--- config.mk ---
export PLATFORM = sky130hd
export DESIGN_NAME = lds_ctrl
export DESIGN_NICKNAME = d
export VERILOG_FILES = /design/src/sv/lds_pkg.sv /design/src/sv/lds_ctrl.sv
export SDC_FILE = /design/constraint.sdc
export NUM_CORES = 1
export LEC_CHECK = 0
export BUFFER_PORTS_ARGS = -buffer_cell sky130_fd_sc_hd__buf_2
export CAP_MARGIN = 20
export CORE_AREA = 2 2 39 41
export CTS_CLUSTER_SIZE = 24
export DETAILED_ROUTE_END_ITERATION = 16
export DIE_AREA = 0 0 41 43
export PLACE_DENSITY = 0.58
export SLEW_MARGIN = 20
export SYNTH_ARGS = -nofsm -noshare
export SYNTH_HDL_FRONTEND = slang
export SYNTH_SLANG_ARGS = --single-unit
--- constraint.sdc ---
create_clock -name clock -period 1.7 [get_ports clock]
set_input_delay 0.255 -clock clock [delete_from_list [all_inputs] [get_ports clock]]
set_output_delay 0.255 -clock clock [all_outputs]
set_load 0.02 [all_outputs]
--- src/sv/lds_pkg.sv ---
// Package for the linear Diophantine solver.
// Types, constants and controller state encoding; no dependencies.
package lds_pkg;

   localparam int OPERAND_WIDTH_DEF = 32;
   localparam int FIELD_WIDTH       = 32;
   localparam int RESULT_WIDTH      = 64;
   localparam int QSTACK_DEPTH      = 64;

   typedef enum logic [3:0] {
      ST_IDLE,
      ST_LOAD,
      ST_DIV,
      ST_DSTEP,
      ST_BACK,
      ST_CDIV,
      ST_MUL,
      ST_SIGN,
      ST_OUT
   } state_type;

   // controller -> datapath
   typedef struct packed {
      logic load;
      logic div_start;
      logic div_step;
      logic div_for_c;
      logic push;
      logic back_step;
      logic mul_step;
      logic finish;
   } cmd_type;

   // datapath -> controller
   typedef struct packed {
      logic p_zero;
      logic div_done;
      logic stack_empty;
      logic mul_done;
   } status_type;

   // input item: a*x + b*y = c
   typedef struct packed {
      logic signed [FIELD_WIDTH-1:0] coef_a;
      logic signed [FIELD_WIDTH-1:0] coef_b;
      logic signed [FIELD_WIDTH-1:0] rhs_c;
   } req_item_type;

   // result item
   typedef struct packed {
      logic                           solvable;
      logic signed [RESULT_WIDTH-1:0] x_solution;
      logic signed [RESULT_WIDTH-1:0] y_solution;
      logic [FIELD_WIDTH-1:0]         gcd_value;
   } rsp_item_type;

endpackage

--- src/sv/lds_ctrl.sv ---
// Controller state machine of the linear Diophantine solver.
// Depends on lds_pkg.
module lds_ctrl (
   input  logic                clock,
   input  logic                reset,
   input  logic                in_valid,
   output logic                in_ready,
   output logic                out_valid,
   input  logic                out_ready,
   input  lds_pkg::status_type status,
   output lds_pkg::cmd_type    cmd
);
   import lds_pkg::*;

   state_type state_ff, state_in;

   always_ff @(posedge clock) begin
      if (reset) begin
         state_ff <= ST_IDLE;
      end else begin
         state_ff <= state_in;
      end
   end

   always_comb begin
      state_in  = state_ff;
      cmd       = '0;
      in_ready  = 1'b0;
      out_valid = 1'b0;
      case (state_ff)
         ST_IDLE: begin
            in_ready = 1'b1;
            if (in_valid) begin
               cmd.load = 1'b1;
               state_in = ST_LOAD;
            end
         end
         ST_LOAD: begin
            if (status.p_zero) begin
               state_in = ST_BACK;
            end else begin
               cmd.div_start = 1'b1;
               state_in      = ST_DIV;
            end
         end
         ST_DIV: begin
            cmd.div_step = 1'b1;
            if (status.div_done) begin
               state_in = ST_DSTEP;
            end
         end
         ST_DSTEP: begin
            // record quotient, shift remainders
            cmd.push = 1'b1;
            state_in = ST_LOAD;
         end
         ST_BACK: begin
            if (status.stack_empty) begin
               cmd.div_start = 1'b1;
               cmd.div_for_c = 1'b1;
               state_in      = ST_CDIV;
            end else begin
               cmd.back_step = 1'b1;
            end
         end
         ST_CDIV: begin
            cmd.div_step  = 1'b1;
            cmd.div_for_c = 1'b1;
            if (status.div_done) begin
               state_in = ST_MUL;
            end
         end
         ST_MUL: begin
            cmd.mul_step = 1'b1;
            if (status.mul_done) begin
               state_in = ST_SIGN;
            end
         end
         ST_SIGN: begin
            cmd.finish = 1'b1;
            state_in   = ST_OUT;
         end
         ST_OUT: begin
            out_valid = 1'b1;
            if (out_ready) begin
               state_in = ST_IDLE;
            end
         end
         default: state_in = ST_IDLE;
      endcase
   end
endmodule

==> results of run 1 <==
area by class of cell:
cell class	count	share of cell area
flip-flops and latches	4	0.1658
well taps	16	0.04020
multi-input cells	39	0.5176
repair buffers	19	0.2010
clock buffers	3	0.04523
inverters	4	0.03015
metrics by stage:
step / cells / setup slack, ns / hold WS [ns] / utilization / cell area (µm²)
after floorplan: 50 / 0.1623 / 0.3241 / - / 369.1
after global placement: 82 / 0.2557 / 0.4864 / 0.3418 / 473.0
after detailed placement: 82 / 0.2176 / 0.4871 / 0.3418 / 473.0
after CTS: 85 / 0.01250 / 0.2329 / 0.3580 / 495.5
after global routing: 85 / 0.004747 / 0.2519 / 0.3599 / 498.0
final: 85 / 0.1140 / 0.2219 / 0.3599 / 498.0
layout by cell type (no fill, tap or decap):
cell type  synthesis  final
buf_2              1     17
nor3_1             6      6
nor2_1             5      5
inv_1              4      4
nand2_1            4      4
clkbuf_4           0      3
nor2b_1            2      2
nand2b_1           2      2
mux2i_1            2      2
a21oi_1            2      2
a211o_1            2      2
buf_4              1      2
dfxtp_2            0      2
dfxtp_1            4      2
nand3_1            1      1
or2_2              1      1
a31oi_1            1      1
a2bb2oi_2          1      1
and3_1             1      1
nor4b_1            1      1
o21ai_0            1      1
nor2b_2            1      1
nor4b_2            1      1
a221oi_2           1      1
o211ai_1           1      1
a211oi_1           1      1
a2111oi_0          1      1
o22ai_1            1      1
worst min-delay path by stage:
stage / from / to / cells past startpoint
floorplan: reset / state_ff[3]$_SDFFE_PP0P_ / 1
global placement: reset / state_ff[3]$_SDFFE_PP0P_ / 2
detailed placement: reset / state_ff[3]$_SDFFE_PP0P_ / 2
CTS: reset / state_ff[0]$_SDFFE_PP0P_ / 2
global route: reset / state_ff[0]$_SDFFE_PP0P_ / 2
finish: reset / state_ff[0]$_SDFFE_PP0P_ / 2
where the power goes:
part | switching (W) | total, W | internal (W)
sequential | 0.0000173 | 0.000120 | 0.000103
clock | 0.0000502 | 0.000130 | 0.0000797
combinational | 0.0000779 | 0.000135 | 0.0000575
total | 0.000145 | 0.000385 | 0.000240
logic make-up (layout without fill, tap and decap cells):
kind of cell / count (synthesis) / in the layout / share of synthesized area
flip-flops: 4 / 4 / 0.2170
AO/OA/AOI/OAI: 12 / 12 / 0.2678
AND/OR/NAND/NOR: 25 / 25 / 0.3763
multiplexers: 2 / 2 / 0.05424
buffers and inverters: 7 / 26 / 0.08472
routing by layer:
layer | up-vias | track usage | wire [µm]
met1 | 204 | 0.1387 | 426
li1 | 223 | - | -
met5 | - | 0 | 0
met4 | 0 | 0.1000 | 23
met3 | 3 | 0.02094 | 63
met2 | 13 | 0.2063 | 501
==> out/qor.txt, run 1 <==
status -> complete, no violations
maxcap violations -> 0
Die X -> 41 µm
post-synthesis async set-or-reset flop share -> 0
library cells used by synthesis -> 27
Synth area leaders -> dfxtp_1 (22%), nor3_1 (8.1%), mux2i_1 (5.4%)
critical path endpoint category -> output port
r2r startpoint -> state_ff[3]$_SDFFE_PP0P_
gr usage total -> 0.1286
clock skew -> 0.008130 ns
CP arrival -> 1.33 ns
CP max stage delay -> 0.38 ns
largest net degree at the start of global routing -> 16
synth cell count leaders -> nor3_1 (6), nor2_1 (5), dfxtp_1 (4), inv_1 (4), nand2_1 (4)
final cycle utilization of the critical path -> 0.9330
# IOs -> 18
biggest regs -> state_ff (4)
Via density -> 5.212
initial antenna violation count -> 0
sequential-to-total area share from yosys stat -> 0.2169
Cell Rows -> 14
reg2reg path depth -> 4
final setup violating endpoints -> 0
vias in the first global route -> 389
CP max-delay cell -> dfxtp_1
RSZ-0062 raised after global routing -> no
VDD IR max -> 228.3 µV
Core Box Area -> 1384 µm²
CP top delay family -> flip-flops
Sink Count -> 4
Max Slew Vio Count -> 0
Biggest register -> state_ff
DR vias -> 443
Hold Crit Class -> in2reg
crit path max fanout -> 9
area delta synth->final -> 34.92%
Initial Utilization -> 0.2667
postcts setup bufs -> 0
root buffer cell -> clkbuf_4
grt total ovfl -> 0
required time of the critical path -> 1.44 ns
Fillers -> 146
Most used DFF post-synth -> dfxtp_1
CTS tree -> done
Yosys reg bits -> 4
Yosys top cell area share -> 0.2169
LEAKAGE -> 0.2316 nW
Period minus WS final -> 1.586 ns
worst skew pair latency -> 0.25 ns
Avg Inst Size Synth -> 7.382 µm²
Initial DRC Count -> 9
first-pass GRT wire length -> 1524 µm
crit path launch -> state_ff[3]$_SDFFE_PP0P_
n_diodes -> 0
CP bufs+invs -> 2
Final ANT Viol Nets -> 0
Worst Setup Start Kind -> register
R2R Setup Slk -> 0.35 ns
port bufs -> 17
final-report hold violation count -> 0
Worst Setup EP -> cmd[5]
hold_buf cts -> 0
RR Endpoint -> state_ff[0]$_SDFFE_PP0P_
cell area after synthesis -> 369.1 µm²
die height -> 43 µm
DRC viols -> 0
GPL Wtd Cong -> 0.7417
headroom to the max-slew limit -> 0.7888
post-synth top area cell -> dfxtp_1
total nets after synthesis -> 58
DRT Pass-1 Iters -> 4
critical path, cell by cell -> or2_2, a2bb2oi_2, inv_1, buf_2
total CTS buffers -> 3
worst-margin pin slew -> 0.3088 ns
setup_tns -> 0 ns
H-tree depth -> 1
post_cts resized -> 0
power per standard cell area -> 773.4 nW/µm²
crit path kind -> reg2out
fmax -> 0.6305 GHz
register area -> 82.58 µm²
Final Total Pwr -> 0.0003851 W
count leader, synth -> nor3_1
EDFF count, synth -> 0
Clock Path Buffers -> 2
Nets -> 79
layout cells sized above 1 -> 0.4203
Critical Path Stages -> 4
die area -> 1763 µm²
clock slew at reported path FFs -> 0.04 ns
area occupied by multi-input gates -> 257.7 µm²
cells after synthesis -> 50
post-DR wirelength/cell -> 11.94 µm
Synth warnings -> 0
total length of routed wires -> 1015 µm
HPWL after DPL -> 778.3 µm
Largest register FFs -> 4
(Power assumes the default switching activity.)
==> run 2, diff against run 1 <==
--- a/config.mk
+++ b/config.mk
@@ -5,13 +5,14 @@
 export SDC_FILE = /design/constraint.sdc
 export NUM_CORES = 1
 export LEC_CHECK = 0
+export ABC_AREA = 1
 export BUFFER_PORTS_ARGS = -buffer_cell sky130_fd_sc_hd__buf_2
 export CAP_MARGIN = 20
 export CORE_AREA = 2 2 39 41
 export CTS_CLUSTER_SIZE = 24
 export DETAILED_ROUTE_END_ITERATION = 16
 export DIE_AREA = 0 0 41 43
-export PLACE_DENSITY = 0.58
+export PLACE_DENSITY = 0.57
 export SLEW_MARGIN = 20
 export SYNTH_ARGS = -nofsm -noshare
 export SYNTH_HDL_FRONTEND = slang
==> out/qor.txt, run 2 <==
worst-margin pin slew -> 0.2185 ns (was 0.3088 ns)
post-route core utilization -> 0.3517 (was 0.3599)
library cells used by synthesis -> 13 (was 27)
Yosys reg bits -> 4 (unchanged)
post-route insts no fill -> 100 (was 85)
post-synth top area cell -> dfxtp_1 (unchanged)
CP max stage delay -> 0.39 ns (was 0.38 ns)
port bufs -> 17 (unchanged)
Nets -> 94 (was 79)
Most used DFF post-synth -> dfxtp_1 (unchanged)
GPL Wtd Cong -> 0.6926 (was 0.7417)
Final Hold Slack -> 0.2418 ns (was 0.2219 ns)
count leader, synth -> inv_1 (was nor3_1)
# IOs -> 18 (unchanged)
CTS tree -> done (unchanged)
die height -> 43 µm (unchanged)
DR vias -> 412 (was 443)
power per standard cell area -> 1376 nW/µm² (was 773.4 nW/µm²)
final cycle utilization of the critical path -> 0.8819 (was 0.9330)
critical path endpoint category -> output port (unchanged)
layout cells sized above 1 -> 0.3571 (was 0.4203)
Max Slew Vio Count -> 0 (unchanged)
Avg Inst Size Synth -> 5.572 µm² (was 7.382 µm²)
VDD IR max -> 382.0 µV (was 228.3 µV)
Initial DRC Count -> 1 (was 9)
Cell Rows -> 14 (unchanged)
Sink Count -> 4 (unchanged)
die area -> 1763 µm² (unchanged)
H-tree depth -> 1 (unchanged)
area delta synth->final -> 36.49% (was 34.92%)
total nets after synthesis -> 72 (was 58)
Placed Instances -> 97 (was 82)
post-DR wirelength/cell -> 7.780 µm (was 11.94 µm)
Largest register FFs -> 4 (unchanged)
commonest non-fill, non-tap cell in the layout -> buf_2 (unchanged)
wire length on met3 -> 38 µm (was 63 µm)
root buffer cell -> clkbuf_4 (unchanged)
fmax -> 0.6670 GHz (was 0.6305 GHz)
Biggest register -> state_ff (unchanged)
n_diodes -> 0 (unchanged)
worst hold start -> reset (unchanged)
setup_tns -> 0 ns (unchanged)
total length of routed wires -> 778 µm (was 1015 µm)
Synth area leaders -> dfxtp_1 (22%), inv_1 (17%), nand3_1 (13%) (was dfxtp_1 (22%), nor3_1 (8.1%), mux2i_1 (5.4%))
LEAKAGE -> 0.3179 nW (was 0.2316 nW)
headroom to the max-slew limit -> 0.8542 (was 0.7888)
highest metal used -> met3 (was met4)
Fillers -> 160 (was 146)
crit path launch -> state_ff[0]$_SDFFE_PP0P_ (was state_ff[3]$_SDFFE_PP0P_)
crit path max fanout -> 5 (was 9)
sequential-to-total area share from yosys stat -> 0.2246 (was 0.2169)
most frequent cells in the layout -> buf_2 (17), inv_1 (16), nand2_1 (11) (was buf_2 (17), nor3_1 (6), nor2_1 (5))
final-report hold violation count -> 0 (unchanged)
total CTS buffers -> 3 (unchanged)
Worst Setup Start Kind -> register (unchanged)
clock slew at reported path FFs -> 0.04 ns (about the same)
vias in the first global route -> 338 (was 389)
Hold Crit Class -> in2reg (unchanged)
cell area after synthesis -> 356.6 µm² (was 369.1 µm²)
status -> complete, no violations (unchanged)
biggest regs -> state_ff (4) (unchanged)
Period minus WS final -> 1.499 ns (was 1.586 ns)
first-pass GRT wire length -> 1200 µm (was 1524 µm)
Die X -> 41 µm (unchanged)
EDFF count, synth -> 0 (unchanged)
Core Box Area -> 1384 µm² (unchanged)
r2r startpoint -> state_ff[1]$_SDFFE_PP0P_ (was state_ff[3]$_SDFFE_PP0P_)
synth cell count leaders -> inv_1 (16), nand2_1 (11), nand3_1 (9) (was nor3_1 (6), nor2_1 (5), dfxtp_1 (4), inv_1 (4), nand2_1 (4))
largest net degree at the start of global routing -> 9 (was 16)
post-synthesis async set-or-reset flop share -> 0 (unchanged)
Via density -> 4.120 (was 5.212)
Final ANT Viol Nets -> 0 (unchanged)
Clock Path Buffers -> 2 (unchanged)
critical path, cell by cell -> inv_1, nor2_2, nand3_1, nand2_1, buf_2 (was or2_2, a2bb2oi_2, inv_1, buf_2)
grt total ovfl -> 0 (unchanged)
Yosys top cell area share -> 0.2246 (was 0.2169)
clock skew -> 0.0006168 ns (was 0.008130 ns)
Synth warnings -> 0 (unchanged)
CP max-delay cell -> dfxtp_1 (unchanged)
wire length on met1 -> 368 µm (was 426 µm)
HPWL after DPL -> 665.7 µm (was 778.3 µm)
crit path kind -> reg2out (unchanged)
required time of the critical path -> 1.44 ns (about the same)
Initial Utilization -> 0.2577 (was 0.2667)
RSZ-0062 raised after global routing -> no (unchanged)
worst skew pair latency -> 0.23 ns (was 0.25 ns)
CP arrival -> 1.24 ns (was 1.33 ns)
maxcap violations -> 0 (unchanged)
hold_buf cts -> 0 (unchanged)
final setup violating endpoints -> 0 (unchanged)
routed length on met2 -> 370 µm (was 501 µm)
DRC viols -> 0 (unchanged)
DRT Pass-1 Iters -> 2 (was 4)
gr usage total -> 0.1025 (was 0.1286)
initial antenna violation count -> 0 (unchanged)
cells after synthesis -> 64 (was 50)
## run 2: cell families after synthesis
| group | synth area share |
|---|---|
| compound gates | 0.07720 |
| flops | 0.2246 |
| simple gates | 0.5193 |
| buf+inv | 0.1789 |
## run 2: where the power goes
| part | internal [W] | switching, W |
|---|---|---|
| Combinational | 0.000137 | 0.000267 |
| Clock | 0.0000787 | 0.0000343 |
| Sequential | 0.000120 | 0.0000339 |
## run 2: critical path, delay by kind of cell, from the launching register on
family / cells / cell delay, ns
buffers and inverters: 2 / 0.23
flip-flops: 1 / 0.39
AND/OR/NAND/NOR: 3 / 0.41
## run 2: final cells by class
type	instances	area [µm²]	area share
Sequential cell	4	80.08	0.1645
Timing Repair Buffer	17	85.08	0.1748
Inverter	17	63.81	0.1311
Tap cell	16	20.02	0.04113
Clock buffer	3	22.52	0.04627
Multi-Input combinational cell	43	215.2	0.4422
## run 2: path summary, 6_finish.rpt
check                                           endpoint  slack (ns)  cells past startpoint
worst min register to register  state_ff[1]$_SDFFE_PP0P_        0.57                      2
worst min-delay path            state_ff[0]$_SDFFE_PP0P_        0.24                      2
worst max-delay path                              cmd[6]        0.20                      5
worst max register to register  state_ff[1]$_SDFFE_PP0P_        0.48                      7
## run 2: routing by layer
layer / vias to the layer above / global-route usage
met5: - / 0
met4: 0 / 0.1000
met3: 0 / 0.01571
met2: 9 / 0.1531
met1: 168 / 0.1129
li1: 235 / -
## run 2: timing repair
action	in CTS	in global routing
endpoints found under the setup margin	0	1
gates resized for setup	0	1
endpoints found under the hold margin	0	0
buffers inserted	0	0
## run 2: per-stage QoR
stage	setup WS [ns]	area (µm²)	power, W
6_report	0.2008	486.7	0.0006697
5_1_grt	0.07807	486.7	0.0007330
4_1_cts	0.1069	484.2	0.0006768
3_5_place_dp	0.3528	461.7	0.0005571
3_3_place_gp	0.3379	461.7	0.0005584
2_1_floorplan	0.3366	356.6	0.0004524
